File: src/design/rc4_pkg.sv
// Shared types and constants for the RC4 stream cipher core.
// No dependencies; the other design files, all but the assertion macro header, use this package.
`timescale 1ns / 1ps

package rc4_pkg;

	// Byte width, permutation size and default key store depth of the cipher.
	localparam int BYTE_W        = 8;
	localparam int PERM_DEPTH    = 256;
	localparam int KEY_DEPTH_DEF = 256;

	// Index of the final permutation entry, the last key schedule round.
	localparam logic [BYTE_W-1:0] PERM_LAST = 8'hFF;

	// Action codes of an input beat.
	localparam logic ACT_KEY  = 1'b0;
	localparam logic ACT_DATA = 1'b1;

	// Input beat: a key byte or a data byte.
	typedef struct packed {
		logic              action;
		logic [BYTE_W-1:0] byte_value;
		logic              last;
	} in_beat_t;

	// Output beat: the ciphered byte and its end-of-message flag.
	typedef struct packed {
		logic [BYTE_W-1:0] out_byte;
		logic              out_last;
	} out_beat_t;

	// Commands from the controller to the datapath.
	typedef struct packed {
		logic acc_key;   // key beat accepted this cycle
		logic acc_data;  // data beat accepted this cycle
		logic init;      // reset permutation to identity, clear schedule indices
		logic rd_a;      // read S[a] and the key byte
		logic rd_j;      // fold S[a] into j, read S[j]
		logic wr1;       // write S[a] = S[j], read S[S[a]+S[j]]
		logic wr2;       // write S[j] = old S[a]
		logic sched;     // current swap belongs to the key schedule
		logic out_load;  // load the output register
		logic out_hold;  // take the keystream byte from its holding register
	} dp_cmd_t;

	// Status from the datapath to the controller.
	typedef struct packed {
		logic last_round; // schedule is on its final entry
		logic out_free;   // output register can take a new beat
	} dp_stat_t;

endpackage

File: src/design/rc4_ctrl.sv
// Controller state machine of the RC4 stream cipher core.
// Depends on rc4_pkg for the beat types and the command and status structs.
`timescale 1ns / 1ps

module rc4_ctrl (
	input  logic               clk,
	input  logic               arst_n,
	input  logic               item_valid,
	input  rc4_pkg::in_beat_t  item,
	output logic               item_stall,
	input  rc4_pkg::dp_stat_t  stat,
	output rc4_pkg::dp_cmd_t   cmd
);
	import rc4_pkg::*;

	localparam logic [2:0] ST_IDLE = 3'd0;
	localparam logic [2:0] ST_INIT = 3'd1;
	localparam logic [2:0] ST_RDA  = 3'd2;
	localparam logic [2:0] ST_RDJ  = 3'd3;
	localparam logic [2:0] ST_WR1  = 3'd4;
	localparam logic [2:0] ST_WR2  = 3'd5;
	localparam logic [2:0] ST_HOLD = 3'd6;

	logic [2:0] state_q;
	logic [2:0] state_d;
	logic       sched_q;
	logic       sched_d;
	logic       accept;

	// Input beats are taken only while idle.
	assign item_stall = (state_q != ST_IDLE);
	assign accept     = item_valid && (state_q == ST_IDLE);

	// Commands decoded from the state, the accepted beat and the datapath status.
	always_comb begin
		cmd          = '0;
		cmd.acc_key  = accept && (item.action == ACT_KEY);
		cmd.acc_data = accept && (item.action == ACT_DATA);
		cmd.init     = (state_q == ST_INIT);
		cmd.rd_a     = (state_q == ST_RDA);
		cmd.rd_j     = (state_q == ST_RDJ);
		cmd.wr1      = (state_q == ST_WR1);
		cmd.wr2      = (state_q == ST_WR2);
		cmd.sched    = sched_q;
		cmd.out_load = stat.out_free &&
			(((state_q == ST_WR2) && !sched_q) || (state_q == ST_HOLD));
		cmd.out_hold = (state_q == ST_HOLD);
	end

	// Next state: one swap takes read a, read j, write a, write j.
	always_comb begin
		state_d = state_q;
		sched_d = sched_q;
		unique case (state_q)
			ST_IDLE: begin
				if (cmd.acc_key && item.last) begin
					state_d = ST_INIT;
					sched_d = 1'b1;
				end else if (cmd.acc_data) begin
					state_d = ST_RDJ;
					sched_d = 1'b0;
				end
			end
			ST_INIT: begin
				state_d = ST_RDA;
			end
			ST_RDA: begin
				state_d = ST_RDJ;
			end
			ST_RDJ: begin
				state_d = ST_WR1;
			end
			ST_WR1: begin
				state_d = ST_WR2;
			end
			ST_WR2: begin
				if (sched_q) begin
					if (stat.last_round) begin
						state_d = ST_IDLE;
						sched_d = 1'b0;
					end else begin
						state_d = ST_RDA;
					end
				end else if (stat.out_free) begin
					state_d = ST_IDLE;
				end else begin
					state_d = ST_HOLD;
				end
			end
			ST_HOLD: begin
				if (stat.out_free) begin
					state_d = ST_IDLE;
				end
			end
			default: begin
				state_d = ST_IDLE;
				sched_d = 1'b0;
			end
		endcase
	end

	// State registers.
	always_ff @(posedge clk or negedge arst_n) begin
		if (!arst_n) begin
			state_q <= ST_IDLE;
			sched_q <= 1'b0;
		end else begin
			state_q <= state_d;
			sched_q <= sched_d;
		end
	end

endmodule

File: config.mk
export PLATFORM = sky130hd
export DESIGN_NAME = rc4_ctrl
export DESIGN_NICKNAME = d
export VERILOG_FILES = /design/src/design/rc4_pkg.sv /design/src/design/rc4_ctrl.sv
export SDC_FILE = /design/constraint.sdc
export NUM_CORES = 1
export LEC_CHECK = 0
export BUFFER_PORTS_ARGS = -buffer_cell sky130_fd_sc_hd__buf_2
export CORE_AREA = 5 5 42 44
export DETAILED_ROUTE_END_ITERATION = 6
export DIE_AREA = 0 0 47 49
export SLEW_MARGIN = 10
export SYNTH_ARGS = -nofsm -noshare
export SYNTH_HDL_FRONTEND = slang
export SYNTH_SLANG_ARGS = --single-unit
File: constraint.sdc
create_clock -name clk -period 1.1 [get_ports clk]
set_input_delay 0.055 -clock clk [delete_from_list [all_inputs] [get_ports clk]]
set_output_delay 0.055 -clock clk [all_outputs]
set_load 0.01 [all_outputs]
Word level (Yosys, flattened, before mapping)
Cells that the tools add are included.

Bits in registers: 4. Output and inout bits: 11. Bits of input ports: 15. Logic and storage cells: 37.

Bitwise gates (word level): 2. Equal/unequal tests: 8. Mux-type cells: 12. Reductions and logical operators: 13.

Operator list (count): $pmux 3 s7 (1); $mux 3 (5); $eq 3x3->1 const B (3); $eq 3x2->1 const B (2); $logic_and 1x1->1 (6); $reduce_or 5->1 (1); $mux 1 (4); $reduce_and 2->1 (2); $eq 3x1->1 const B (1); $logic_not 3->1 (1); $ne 3x2->1 const B (1); $pmux 1 s3 (1); $reduce_bool 3->1 (1); $mux 2 (1); $ne 2x2->1 const B (1); $not 1->1 (2); $logic_not 1->1 (1); $logic_or 1x1->1 (1).

Depth between registers and ports, before layout
Depth after elaboration: 6. Gate-level depth with buffers: 4. Mapped depth without buffers: 3.

Worst setup path before layout
No wires, ideal clock.

Path type: register to register. Start: register state_q[2]. End: register sched_q. Clock period less this slack: 1.108 ns. Setup time: 0.128 ns. Setup slack: -0.008 ns. Stages on the path, launching flop included: 5. Buffers on the path: 1. Arrival: 0.981 ns. Cell sequence: dfrtp_1 buf_4 nor3_2 and3_4 o32ai_1.

RTL lines: start: declaration (line rc4_ctrl.sv:24) `logic [2:0] state_q;`; start signal: assignment (line rc4_ctrl.sv:108) `state_q <= state_d;`; end signal: assignment (line rc4_ctrl.sv:109) `sched_q <= sched_d;`; end: declaration (line rc4_ctrl.sv:26) `logic sched_q;`.

==> results.sh <==
export IMPL_timing_fmax_mhz=769.6
export IMPL_arrival_ns=1.24
export IMPL_numPortBuffers=17
export IMPL_syn_area_sq_um=340.3
export IMPL_cts_root_buf="clkbuf_4"
export IMPL_drive_above_1_share_pct=72.22
export IMPL_fin_area_sq_um=643.1
export IMPL_antenna_found_initial=0
export IMPL_initial_core_util_pct=24.29
export IMPL_power_switching_uw=761.8
export IMPL_async_reset_ff_share_pct=100.0
export IMPL_setup_viol_count_final=13
export IMPL_switching_share_pct=41.74
export IMPL_avgSynthCellArea_sq_um=8.508
export IMPL_clockBufferDepth=2
export IMPL_final_nets=89
export IMPL_crit_fanout=6
export IMPL_antenna_left=0
export IMPL_crit_required_ns=1.04
export IMPL_stdcell_count=88
export IMPL_critical_path_class="flip-flop to output pin"
export IMPL_core_sq_mm=0.001401
export IMPL_ir_drop_mv=1.311
export IMPL_syn_nets=55
export IMPL_grt_overflow_total=0
export IMPL_num_rows=14
export IMPL_yosysWarnings=0
export IMPL_cts_buffers=3
export IMPL_wl_per_cell_microns=10.95
export IMPL_drtPass1Iterations=4
export IMPL_timing_max_transition_violations_final=0
export IMPL_cts_tree="yes"
export IMPL_cap_violations=0
export IMPL_ys_flop_type="dfrtp_1"
export IMPL_h_tree_depth=1
export IMPL_yosysUniqueCellTypes=22
export IMPL_gp_congestion=0.7416
export IMPL_combPwrFrac_pct=68.6
export IMPL_die_h_microns=49
export IMPL_yosysTopAreaCellShare_pct=29.41
export IMPL_period_needed_ns=1.299
export IMPL_place_ws_ns=-0.04864
export IMPL_synth_edff_count=0
export IMPL_startpoint_type="flip-flop"
export IMPL_grt_max_degree=8
export IMPL_clkSinkCount=4
export IMPL_syn_inst=40
export IMPL_worst_path_buf_inv=2
export IMPL_synth_most_common_cell="inv_1"
export IMPL_power_frac_clock_pct=9.8
export IMPL_routed_via_density=4.625
export IMPL_max_stage_delay_ns=0.47
export IMPL_synth_common_cells="inv_1 (5), dfrtp_1 (4), a21oi_1 (3), nor2_1 (3)"
export IMPL_violations="negative setup slack"
export IMPL_hold_class="input pin to flip-flop"
export IMPL_utilization_pct=45.89
export IMPL_clkTransAtPathRegs_ns=0.04
export IMPL_fillCellCount=155
export IMPL_clk_latency_ns=0.23
export IMPL_status="finished with violations"
export IMPL_crit_chain="buf_6, nand3b_4, nor2_2, o21a_1, buf_2"
export IMPL_ys_seq_elements=4
export IMPL_setup_slack_ns=-0.1993
export IMPL_p_int_uw=1063
export IMPL_seqPwrFrac_pct=21.6
export IMPL_dpl_hpwl_microns=665.4
export IMPL_grt_total_usage_pct=9.477
export IMPL_grt_pass1_wl_microns=1649
export IMPL_drt_iter0_markers=3
export IMPL_placed_cell_area_sq_um=485.5
export IMPL_critPathTopFamily="flip-flops"
export IMPL_seq_area_frac_synth_pct=29.41
export IMPL_end_kind="output pin"
export IMPL_cp_slowest_cell="dfrtp_2"
export IMPL_tightest_slew_ns=0.2670
export IMPL_p_leak_uw=0.0003324
export IMPL_die_area_sq_mm=0.002303
export IMPL_boundaryPins=26
export IMPL_placed_cells=78
export IMPL_n_antenna_cell=0
export IMPL_drc=0
export IMPL_slew_headroom_pct=82.20
export IMPL_wl_microns=964
export IMPL_synth_largest_area_cell="dfrtp_1"
export IMPL_synth_area_top_cells="dfrtp_1 (29%), nand3b_4 (5.9%), inv_1 (5.5%), nor3_4 (4.8%), a21oi_1 (4.4%)"
export IMPL_final_setup_skew_ns=0.002535
export IMPL_fin_crit_sh_pct=118.1
export IMPL_hold_viol=0
export IMPL_num_vias=407
export IMPL_die_w_microns=47
export IMPL_grt_pass1_vias=396
export IMPL_rsz0062_at_grt="true"
export IMPL_areaGrowthSynthToFinish_pct=88.97
export IMPL_p_per_area_mw_per_mm2=2838
[through the flow]
step	power (uW)	TNS (ns)	hold slack (ns)
2_1_floorplan	921.6	0	-0.2406
3_3_place_gp	1258	-0.2103	-0.1352
3_5_place_dp	1250	-0.1430	-0.1393
4_1_cts	1695	-1.626	0.04118
5_1_grt	1989	-2.318	0.05720
6_report	1825	-1.419	0.04963
[worst reg2reg max path, cell delays in order, from the launching register on]
cell,delay [ns]
dfrtp_2,0.46
buf_6,0.14
buf_4,0.11
nand2_1,0.04
o22ai_1,0.24
o21bai_4,0.09
[power by group through the flow]
stage | Clock (uW) | Combinational, uW | Sequential (uW)
2_1_floorplan | 0 | 608 | 313
3_3_place_gp | 0 | 891 | 367
3_5_place_dp | 0 | 884 | 365
4_1_cts | 191 | 1130 | 375
5_1_grt | 199 | 1370 | 423
6_report | 179 | 1250 | 395
[metal layers]
| metal | GRT usage [%] | vias to the layer above | part of all wire, % |
|---|---|---|---|
| met5 | 0 | - | 0 |
| met1 | 12.47 | 191 | 39 |
| met4 | 4.147 | 0 | 0 |
| met2 | 14.93 | 11 | 55 |
| met3 | 1.107 | 0 | 5.9 |
| li1 | - | 205 | - |
[sequential cells by signal (all words and copies together) (netlist names)]
name,flops
state_q,3
sched_q,1
[final cells by class]
class | instances | area [sq um] | share of cell area, %
Sequential cell | 4 | 103.9 | 16.15
Inverter | 5 | 18.77 | 2.918
Multi-Input combinational cell | 28 | 242.7 | 37.74
Timing Repair Buffer | 32 | 235.2 | 36.58
Tap cell | 16 | 20.02 | 3.113
Clock buffer | 3 | 22.52 | 3.502
[cell families (layout without fill, tap and decap cells)]
logic type	count (synthesis)	after routing	synth area share, %
AO/OA/AOI/OAI	14	14	26.84
buffers and inverters	8	40	13.23
flip-flops	4	4	29.41
AND/OR/NAND/NOR	14	14	30.51
[cell usage in the layout (no fill, tap or decap)]
cell type	n
o21a_1	1
o21bai_4	1
buf_4	8
and3_1	2
nor3_2	1
and3_4	1
nor3_1	1
a31oi_1	2
nor2_4	1
dlygate4sd3_1	1
dfrtp_2	3
a21boi_0	1
clkbuf_4	3
nor3_4	2
nor2_2	1
o32ai_2	1
o22ai_1	1
a21oi_1	1
dfrtp_1	1
buf_2	15
o21bai_1	1
nand3b_4	1
a21o_2	1
nand3_1	1
inv_2	3
nand2_1	2
o21ai_0	2
inv_1	2
buf_6	8
nor2_1	1
a21oi_2	2
[worst paths after layout]
kind	start	endpoint	slack, ns	depth (start not counted)
min	stat[1]	sched_q	0.05	2
max reg2reg	state_q[2]	state_q[1]	-0.09	5
min reg2reg	state_q[1]	state_q[1]	0.66	2
max in group asynchronous	arst_n	state_q[0]	0.81	2
min in group asynchronous	arst_n	sched_q	0.16	2
max	state_q[2]	cmd[1]	-0.20	5
[what timing repair did]
item	4_1_cts	5_1_grt
gates resized for setup	13	9
hold endpoints to repair	4	0
hold buffers	1	0
buffers inserted	6	1
endpoints found under the setup margin	13	13
pin swaps	6	7
gates cloned	0	0
No activity file was read; power rests on OpenSTA's default activity.
